--- config.mk ---
export PLATFORM = sky130hd
export DESIGN_NAME = polygon_area_centroid
export DESIGN_NICKNAME = d
export VERILOG_FILES = /design/src/pac_pkg.sv /design/src/pac_divider.sv /design/src/pac_datapath.sv /design/src/pac_ctrl.sv /design/src/polygon_area_centroid.sv
export SDC_FILE = /design/constraint.sdc
export NUM_CORES = 2
export LEC_CHECK = 0
export BUFFER_PORTS_ARGS = -buffer_cell sky130_fd_sc_hd__clkbuf_2
export CAP_MARGIN = 30
export CELL_PAD_IN_SITES_DETAIL_PLACEMENT = 1
export CELL_PAD_IN_SITES_GLOBAL_PLACEMENT = 2
export CORE_UTILIZATION = 38
export CTS_CLUSTER_DIAMETER = 40
export DETAILED_ROUTE_END_ITERATION = 7
export PLACE_DENSITY = 0.81
export SYNTH_ARGS = -nofsm -noshare
export SYNTH_HDL_FRONTEND = slang
export SYNTH_HIERARCHICAL = 1
export SYNTH_SLANG_ARGS = --single-unit
--- constraint.sdc ---
create_clock -name clk -period 7.8 [get_ports clk]
set_input_delay 1.56 -clock clk [delete_from_list [all_inputs] [get_ports clk]]
set_output_delay 1.56 -clock clk [all_outputs]
set_load 0.01 [all_outputs]
--- src/pac_pkg.sv ---
// Package for the polygon area and centroid block.
// Holds payload structs, controller/datapath command and status structs,
// the state and divide-select enums, and fixed widths. No dependencies.
package pac_pkg;

  localparam int COORD_BITS = 12;
  localparam int CFG_W      = 13;
  localparam int OUT_W      = 20;
  localparam int AREA_W     = 26;
  localparam int Q_BITS     = 21;
  localparam int PROD_W     = 2 * COORD_BITS + 1;
  localparam int AB_W       = COORD_BITS + 1;

  localparam logic [CFG_W-1:0]  CFG_RESET = 13'd4096;
  localparam logic [OUT_W-1:0]  OUT_MAX   = 20'hFFFFF;
  localparam logic [AREA_W-1:0] AREA_MAX  = 26'h3FFFFFF;

  localparam logic REG_IMAGE_WIDTH  = 1'b0;
  localparam logic REG_IMAGE_HEIGHT = 1'b1;

  typedef struct packed {
    logic [COORD_BITS-1:0] vertex_x;
    logic [COORD_BITS-1:0] vertex_y;
    logic                  last_vertex;
  } in_t;

  typedef struct packed {
    logic              skipped;
    logic [AREA_W-1:0] area_twice;
    logic [OUT_W-1:0]  centroid_x;
    logic [OUT_W-1:0]  centroid_y;
    logic [OUT_W-1:0]  mean_x;
    logic [OUT_W-1:0]  mean_y;
    logic              on_border;
    logic              degenerate;
  } out_t;

  typedef enum logic [2:0] {
    S_IDLE,
    S_EDGE,
    S_CLOSE_MUL,
    S_CLOSE_ACC,
    S_DIV_START,
    S_DIV_WAIT,
    S_LOAD
  } state_t;

  typedef enum logic [1:0] {
    SEL_CX,
    SEL_CY,
    SEL_MX,
    SEL_MY
  } div_sel_t;

  typedef struct packed {
    logic     take;
    logic     edge_acc;
    logic     close_mul;
    logic     div_start;
    logic     div_store;
    div_sel_t div_sel;
    logic     load_out;
  } cmd_t;

  typedef struct packed {
    logic last_vertex;
    logic short_poly;
    logic div_busy;
    logic div_done;
    logic out_free;
  } status_t;

endpackage

--- src/pac_divider.sv ---
// Restoring divider, one quotient bit per cycle, 21-bit quotient saturated
// to 20 bits. Depends on pac_pkg.
module pac_divider import pac_pkg::*; #(
  parameter int N_W = 64,
  parameter int D_W = 40
) (
  input  logic             clk,
  input  logic             rst,
  input  logic             start,
  input  logic [N_W-1:0]   num,
  input  logic [D_W-1:0]   den,
  output logic             busy,
  output logic             done,
  output logic [OUT_W-1:0] quo
);

  logic [N_W-1:0]    rem;
  logic [N_W-1:0]    dsh;
  logic [Q_BITS-1:0] q;
  logic [4:0]        cnt;
  logic              sat;
  logic              ge;

  assign ge  = rem >= dsh;
  assign quo = (sat || q[Q_BITS-1]) ? OUT_MAX : q[OUT_W-1:0];

  always_ff @(posedge clk) begin
    if (rst) begin
      busy <= 1'b0;
      done <= 1'b0;
      cnt  <= '0;
    end else begin
      done <= 1'b0;
      if (start) begin
        busy <= 1'b1;
        cnt  <= 5'(Q_BITS);
      end else if (busy) begin
        cnt <= cnt - 5'd1;
        if (cnt == 5'd1) begin
          busy <= 1'b0;
          done <= 1'b1;
        end
      end
    end
  end

  always_ff @(posedge clk) begin
    if (start) begin
      rem <= num;
      dsh <= N_W'(den) << (Q_BITS - 1);
      q   <= '0;
      sat <= N_W'(num >> Q_BITS) >= N_W'(den);
    end else if (busy) begin
      if (ge) begin
        rem <= rem - dsh;
      end
      q   <= {q[Q_BITS-2:0], ge};
      dsh <= dsh >> 1;
    end
  end

endmodule

--- src/pac_datapath.sv ---
// Datapath: vertex registers, shoelace and moment accumulators, divide
// operand selection, result and output registers. Depends on pac_pkg, pac_divider.
module pac_datapath import pac_pkg::*; #(
  parameter int MAX_VERTICES = 1024
) (
  input  logic             clk,
  input  logic             rst,
  input  cmd_t             cmd,
  output status_t          status,
  input  in_t              in_data,
  input  logic             cfg_we,
  input  logic             cfg_index,
  input  logic [CFG_W-1:0] cfg_data,
  output logic             out_valid,
  input  logic             out_ready,
  output out_t             out_data
);

  localparam int CNT_W   = $clog2(MAX_VERTICES + 1);
  localparam int SUM_W   = COORD_BITS + CNT_W;
  localparam int CROSS_W = PROD_W + CNT_W;
  localparam int MP_W    = AB_W + 1 + PROD_W;
  localparam int MOM_W   = MP_W + CNT_W;
  localparam int DEN_W   = CROSS_W + 2;
  localparam int D_W     = DEN_W + 1;
  localparam int N_W     = MOM_W + 10;
  localparam logic [CNT_W-1:0] MAX_CNT = CNT_W'(MAX_VERTICES);

  logic [CFG_W-1:0]      image_width, image_height;
  logic [COORD_BITS-1:0] first_x, first_y, prev_x, prev_y;
  logic [CNT_W-1:0]      vertex_count;
  logic [SUM_W-1:0]      sum_x, sum_y;
  logic signed [CROSS_W-1:0] cross_sum;
  logic signed [MOM_W-1:0]   moment_x, moment_y;
  logic                  border_hit, last_flag, edge_valid;
  logic signed [PROD_W-1:0]  c_reg;
  logic [AB_W-1:0]       ab_x, ab_y;
  logic [OUT_W-1:0]      cx_q, cy_q, mx_q, my_q;

  logic [COORD_BITS-1:0] bx, by;
  logic [2*COORD_BITS-1:0] prod_a, prod_b;
  logic signed [PROD_W-1:0] c_next;
  logic signed [MP_W-1:0]   mprod_x, mprod_y;
  logic [CFG_W:0]        wb, hb;
  logic                  hit;
  logic                  cross_neg, mneg, force_zero;
  logic [CROSS_W-1:0]    cross_mag;
  logic [DEN_W-1:0]      den3;
  logic signed [MOM_W-1:0] mom;
  logic [MOM_W-1:0]      mmag;
  logic [N_W-1:0]        div_n;
  logic [D_W-1:0]        div_d;
  logic [OUT_W-1:0]      quo;
  logic                  div_busy, div_done;
  logic [SUM_W-1:0]      sum_sel;

  assign bx     = cmd.close_mul ? first_x : in_data.vertex_x;
  assign by     = cmd.close_mul ? first_y : in_data.vertex_y;
  assign prod_a = prev_x * by;
  assign prod_b = bx * prev_y;
  assign c_next = $signed({1'b0, prod_a}) - $signed({1'b0, prod_b});

  assign mprod_x = $signed({1'b0, ab_x}) * c_reg;
  assign mprod_y = $signed({1'b0, ab_y}) * c_reg;

  assign wb  = {1'b0, image_width} - (CFG_W + 1)'(2);
  assign hb  = {1'b0, image_height} - (CFG_W + 1)'(2);
  assign hit = (in_data.vertex_x == COORD_BITS'(1)) || (in_data.vertex_y == COORD_BITS'(1))
            || ((CFG_W + 1)'(in_data.vertex_x) == wb)
            || ((CFG_W + 1)'(in_data.vertex_y) == hb);

  assign cross_neg = cross_sum[CROSS_W-1];
  assign cross_mag = cross_neg ? CROSS_W'(-cross_sum) : CROSS_W'(cross_sum);
  assign den3      = {2'b00, cross_mag} + {1'b0, cross_mag, 1'b0};
  assign mom       = (cmd.div_sel == SEL_CX) ? moment_x : moment_y;
  assign mneg      = mom[MOM_W-1];
  assign mmag      = mneg ? MOM_W'(-mom) : MOM_W'(mom);
  assign force_zero = (cross_sum == '0) || (mneg != cross_neg);
  assign sum_sel   = (cmd.div_sel == SEL_MX) ? sum_x : sum_y;

  always_comb begin
    unique case (cmd.div_sel)
      SEL_CX, SEL_CY: begin
        div_n = {mmag, 9'd0} + N_W'(den3);
        div_d = {den3, 1'b0};
      end
      default: begin
        div_n = N_W'({sum_sel, 9'd0}) + N_W'(vertex_count);
        div_d = D_W'({vertex_count, 1'b0});
      end
    endcase
  end

  pac_divider #(.N_W(N_W), .D_W(D_W)) u_div (
    .clk   (clk),
    .rst   (rst),
    .start (cmd.div_start),
    .num   (div_n),
    .den   (div_d),
    .busy  (div_busy),
    .done  (div_done),
    .quo   (quo)
  );

  assign status.last_vertex = last_flag;
  assign status.short_poly  = vertex_count < CNT_W'(3);
  assign status.div_busy    = div_busy;
  assign status.div_done    = div_done;
  assign status.out_free    = !out_valid || out_ready;

  always_ff @(posedge clk) begin
    if (rst) begin
      image_width  <= CFG_RESET;
      image_height <= CFG_RESET;
    end else if (cfg_we) begin
      unique case (cfg_index)
        REG_IMAGE_WIDTH:  image_width  <= cfg_data;
        REG_IMAGE_HEIGHT: image_height <= cfg_data;
        default: ;
      endcase
    end
  end

  always_ff @(posedge clk) begin
    if (rst || cmd.load_out) begin
      first_x      <= '0;
      first_y      <= '0;
      prev_x       <= '0;
      prev_y       <= '0;
      vertex_count <= '0;
      sum_x        <= '0;
      sum_y        <= '0;
      cross_sum    <= '0;
      moment_x     <= '0;
      moment_y     <= '0;
      border_hit   <= 1'b0;
      last_flag    <= 1'b0;
      edge_valid   <= 1'b0;
    end else begin
      if (cmd.take) begin
        last_flag  <= in_data.last_vertex;
        edge_valid <= 1'b0;
        if (vertex_count < MAX_CNT) begin
          if (vertex_count == '0) begin
            first_x <= in_data.vertex_x;
            first_y <= in_data.vertex_y;
          end else begin
            edge_valid <= 1'b1;
          end
          prev_x       <= in_data.vertex_x;
          prev_y       <= in_data.vertex_y;
          sum_x        <= sum_x + SUM_W'(in_data.vertex_x);
          sum_y        <= sum_y + SUM_W'(in_data.vertex_y);
          border_hit   <= border_hit | hit;
          vertex_count <= vertex_count + CNT_W'(1);
        end
      end
      if (cmd.close_mul) begin
        edge_valid <= 1'b1;
      end
      if (cmd.edge_acc) begin
        edge_valid <= 1'b0;
        if (edge_valid) begin
          cross_sum <= cross_sum + CROSS_W'(c_reg);
          moment_x  <= moment_x + MOM_W'(mprod_x);
          moment_y  <= moment_y + MOM_W'(mprod_y);
        end
      end
    end
  end

  always_ff @(posedge clk) begin
    if (cmd.take || cmd.close_mul) begin
      c_reg <= c_next;
      ab_x  <= AB_W'(prev_x) + AB_W'(bx);
      ab_y  <= AB_W'(prev_y) + AB_W'(by);
    end
    if (cmd.div_store) begin
      unique case (cmd.div_sel)
        SEL_CX: cx_q <= force_zero ? '0 : quo;
        SEL_CY: cy_q <= force_zero ? '0 : quo;
        SEL_MX: mx_q <= quo;
        SEL_MY: my_q <= quo;
        default: ;
      endcase
    end
    if (cmd.load_out) begin
      out_data <= '0;
      if (status.short_poly) begin
        out_data.skipped <= 1'b1;
      end else begin
        out_data.area_twice <= (cross_mag > CROSS_W'(AREA_MAX)) ? AREA_MAX
                                                                : AREA_W'(cross_mag);
        out_data.centroid_x <= cx_q;
        out_data.centroid_y <= cy_q;
        out_data.mean_x     <= mx_q;
        out_data.mean_y     <= my_q;
        out_data.on_border  <= border_hit;
        out_data.degenerate <= cross_sum == '0;
      end
    end
  end

  always_ff @(posedge clk) begin
    if (rst) begin
      out_valid <= 1'b0;
    end else if (cmd.load_out) begin
      out_valid <= 1'b1;
    end else if (out_ready) begin
      out_valid <= 1'b0;
    end
  end

endmodule

--- src/pac_ctrl.sv ---
// Controller state machine: sequences vertex intake, polygon closing, the
// four divisions and the result load. Depends on pac_pkg.
module pac_ctrl import pac_pkg::*; (
  input  logic    clk,
  input  logic    rst,
  input  logic    in_valid,
  output logic    in_ready,
  input  status_t status,
  output cmd_t    cmd
);

  state_t   state, state_next;
  div_sel_t sel, sel_next;

  always_ff @(posedge clk) begin
    if (rst) begin
      state <= S_IDLE;
      sel   <= SEL_CX;
    end else begin
      state <= state_next;
      sel   <= sel_next;
    end
  end

  always_comb begin
    state_next  = state;
    sel_next    = sel;
    cmd         = '0;
    cmd.div_sel = sel;
    in_ready    = 1'b0;
    unique case (state)
      S_IDLE: begin
        in_ready = 1'b1;
        if (in_valid) begin
          cmd.take   = 1'b1;
          state_next = S_EDGE;
        end
      end
      S_EDGE: begin
        cmd.edge_acc = 1'b1;
        if (!status.last_vertex) begin
          state_next = S_IDLE;
        end else if (status.short_poly) begin
          state_next = S_LOAD;
        end else begin
          state_next = S_CLOSE_MUL;
        end
      end
      S_CLOSE_MUL: begin
        cmd.close_mul = 1'b1;
        state_next    = S_CLOSE_ACC;
      end
      S_CLOSE_ACC: begin
        cmd.edge_acc = 1'b1;
        sel_next     = SEL_CX;
        state_next   = S_DIV_START;
      end
      S_DIV_START: begin
        cmd.div_start = 1'b1;
        state_next    = S_DIV_WAIT;
      end
      S_DIV_WAIT: begin
        if (status.div_done) begin
          cmd.div_store = 1'b1;
          unique case (sel)
            SEL_CX: begin sel_next = SEL_CY; state_next = S_DIV_START; end
            SEL_CY: begin sel_next = SEL_MX; state_next = S_DIV_START; end
            SEL_MX: begin sel_next = SEL_MY; state_next = S_DIV_START; end
            default: state_next = S_LOAD;
          endcase
        end
      end
      S_LOAD: begin
        if (status.out_free) begin
          cmd.load_out = 1'b1;
          state_next   = S_IDLE;
        end
      end
      default: state_next = S_IDLE;
    endcase
  end

`ifndef SYNTH
  a_start_idle: assert property (@(posedge clk) disable iff (rst)
    cmd.div_start |-> !status.div_busy) else $error("divide started while busy");
  a_load_free: assert property (@(posedge clk) disable iff (rst)
    cmd.load_out |-> status.out_free) else $error("result load over pending result");
  a_take_acc: assert property (@(posedge clk) disable iff (rst)
    cmd.take |=> cmd.edge_acc) else $error("vertex transfer not followed by accumulate");
`endif

endmodule

--- src/polygon_area_centroid.sv ---
// Top level of the polygon area and centroid block.
// Depends on pac_pkg, pac_ctrl, pac_datapath (which holds pac_divider).
//
// Usage: vertices arrive on in_valid/in_ready/in_data, one transfer per
// vertex; last_vertex closes the polygon. One result per polygon leaves on
// out_valid/out_ready/out_data. Each vertex is multiplied as it is taken
// and accumulated in the following state; intake takes no new vertex until
// that accumulate is done. The last vertex adds the closing edge (multiply,
// then accumulate) and four divisions on one shared bit-serial divider;
// a polygon of fewer than three vertices skips them and goes to the result
// load. cfg_we/cfg_index/cfg_data write image_width (index 0) and
// image_height (index 1), both 4096 after reset. Reset clears all polygon
// state and drops out_valid. The result sits in an output register; vertices
// of the next polygon keep transferring while it waits, and only the next
// result load holds until the receiver takes the pending one.
module polygon_area_centroid import pac_pkg::*; #(
  parameter int MAX_VERTICES = 1024
) (
  input  logic             clk,
  input  logic             rst,
  input  logic             in_valid,
  output logic             in_ready,
  input  in_t              in_data,
  output logic             out_valid,
  input  logic             out_ready,
  output out_t             out_data,
  input  logic             cfg_we,
  input  logic             cfg_index,
  input  logic [CFG_W-1:0] cfg_data
);

  cmd_t    cmd;
  status_t status;

  pac_ctrl u_ctrl (
    .clk      (clk),
    .rst      (rst),
    .in_valid (in_valid),
    .in_ready (in_ready),
    .status   (status),
    .cmd      (cmd)
  );

  pac_datapath #(.MAX_VERTICES(MAX_VERTICES)) u_dp (
    .clk       (clk),
    .rst       (rst),
    .cmd       (cmd),
    .status    (status),
    .in_data   (in_data),
    .cfg_we    (cfg_we),
    .cfg_index (cfg_index),
    .cfg_data  (cfg_data),
    .out_valid (out_valid),
    .out_ready (out_ready),
    .out_data  (out_data)
  );

endmodule
==> results.json <==
{
  "status": "finished clean",
  "die_w_um": 463,
  "avgRoutedWirePerCell_um": 21.8,
  "worstHoldStart": "u_dp/moment_y[24]",
  "start_util_pct": 38.2,
  "die_h_um": 463,
  "viasPerCell": 5.29,
  "wl_mm": 276,
  "routabilityCongestion": 0.902,
  "worstPathRequired_ps": 8300,
  "clock_skew_ps": 57.7,
  "worstSkewPairLatency_ps": 800,
  "grt_max_degree": 157,
  "cts_tree": "done",
  "relSlewSlack_pct": 31.3,
  "path_max_fanout": 5,
  "clockRootBuffer": "clkbuf_16",
  "worst-r2r-cell-count": 39,
  "cts.sinks": 664,
  "reg_top3": "u_dp/out_data (109), u_dp/u_div/rem (60), u_dp/u_div/dsh (59)",
  "firstDrtPassIters": 5,
  "routed-via-count": 67033,
  "hold_viol": 0,
  "io_buffer_count": 154,
  "ios": 155,
  "worst_pin_slew_ps": 1030,
  "cts_made_buffers": 136,
  "syn_inst": 9057,
  "hold_depth": 2,
  "grt_pass1_wl_mm": 432,
  "slew_viol_final": 0,
  "dp_hpwl_mm": 223,
  "layout-drive-gt1-share_pct": 14.8,
  "die-area_mm2": 0.215,
  "detail-route-antenna-nets": 0,
  "rsz0062_at_grt": "true",
  "holdWs_ps": 453,
  "setup_viol": 0,
  "hold_class": "flop to flop",
  "antenna_found_initial": 8,
  "area_growth_pct": 18.7,
  "startpoint": "u_dp/cross_sum[8]",
  "clock_path_buffers": 3,
  "setup_tns_ps": 0,
  "rows": 169,
  "largest_reg_flops": 109,
  "grt_overflow": 0,
  "nFillCells": 24393,
  "rr_endpoint": "u_dp/u_div/sat",
  "cp-end-kind": "flop",
  "slowest_delay_ps": 550,
  "rr_startpoint": "u_dp/cross_sum[8]",
  "crit_slowest_cell": "or4_4",
  "grt_usage_pct": 25.7,
  "fp.coreArea_mm2": 0.212,
  "cp_common_cell": "buf_4",
  "fin_nets": 11453,
  "min_to": "u_dp/moment_y[24]",
  "cap_violations": 0,
  "synth_area_mm2": 0.0809,
  "grt_pass1_vias": 74424,
  "crit_type": "flop to flop",
  "max_freq_mhz": 129,
  "arrival_ps": 8220,
  "regMostFlops": "u_dp/out_data",
  "period_needed_ps": 7720,
  "setup_slack_ps": 76.1,
  "post-route-drc-count": 0,
  "period_share_pct": 99.0,
  "ys_warn_count": 6,
  "htree_levels": 4,
  "clk_pin_slew_ps": 40,
  "start_kind": "flop",
  "pre_cts_slack_ps": -653,
  "reg2reg_slack_ps": 80,
  "drt_iter0_markers": 3495,
  "syn_avg_cell_area_um2": 8.93
}
[metrics by stage]
step / cells / area, um^2 / util (%)
after CTS: 12616 / 94600 / 44.6
after global routing: 12672 / 96100 / 45.3
after floorplan: 9060 / 81000 / -
final: 12676 / 96100 / 45.3
after detailed placement: 12361 / 89500 / 42.2
after global placement: 12354 / 89300 / 42.2
[routing by layer]
metal / up-vias / track usage (%) / share of wire, %
met5: - / 0 / 0.0047
met4: 2 / 8.25 / 3.3
met3: 413 / 2.71 / 3.9
met2: 1343 / 44.1 / 49
met1: 34588 / 33.8 / 44
li1: 30687 / - / -
[placed cells by master (no fill, tap or decap), types with 20 or more instances in the layout]
cell	instances
a211oi_1	40
nand2_1	1313
clkbuf_16	139
o21bai_1	39
a21oi_2	20
xnor2_1	272
o31ai_1	76
clkinvlp_4	21
o21a_1	36
ha_1	562
buf_12	27
clkbuf_2	155
a31oi_1	47
or3_1	43
nor3_1	88
inv_1	1402
nor4_1	34
o21ai_1	24
o21ai_0	254
nor2b_1	88
buf_4	743
edfxtp_1	340
o211ai_1	23
a21boi_0	20
and2_1	467
dfxtp_1	319
fa_1	1080
a21o_1	178
ha_4	22
a21oi_1	533
mux2i_1	110
and3_1	44
nand4_1	58
nor2_1	365
nand2b_1	52
xor2_1	155
nand3_1	124
[worst max path at each step]
stage	endpoint	slack, ps
2_1_floorplan	u_dp/c_reg[21]	-50
3_3_place_gp	u_dp/c_reg[21]	-590
3_5_place_dp	u_dp/u_div/sat	-650
4_1_cts	u_dp/u_div/sat	-90
5_1_grt	u_dp/u_div/sat	-360
6_report	u_dp/u_div/sat	80
[worst max-delay path, delay by kind of cell, from the launching register on]
| kind | cells | cell delay [ps] |
|---|---|---|
| AOI/OAI and AO/OA | 17 | 2800 |
| xor gates and xnor gates | 3 | 570 |
| adders and majority gates | 3 | 920 |
| buffers and inverters | 7 | 990 |
| DFF | 1 | 310 |
| and+or+nand+nor | 9 | 1860 |
[timing repair]
item	in CTS	in global routing
pin swaps	18	117
setup buffers	7	53
setup endpoints to repair	7	27
gates cloned	0	2
gates resized for setup	43	187
hold buffers	0	0
[layout make-up]
| cell class | count | area [um^2] | share of cell area (%) |
|---|---|---|---|
| antenna | 4 | 10.0 | 0.0104 |
| clock buffer | 153 | 3560 | 3.70 |
| clock inverter | 95 | 1290 | 1.35 |
| inverter | 1416 | 5320 | 5.54 |
| multi-input combinational | 6585 | 58500 | 60.9 |
| sequential | 664 | 16700 | 17.4 |
| tap | 2821 | 3530 | 3.67 |
| timing repair buffer | 938 | 7130 | 7.42 |
Power is not shown: default switching activity piles up to over one toggle a cycle in this logic, so the estimate is an artifact.
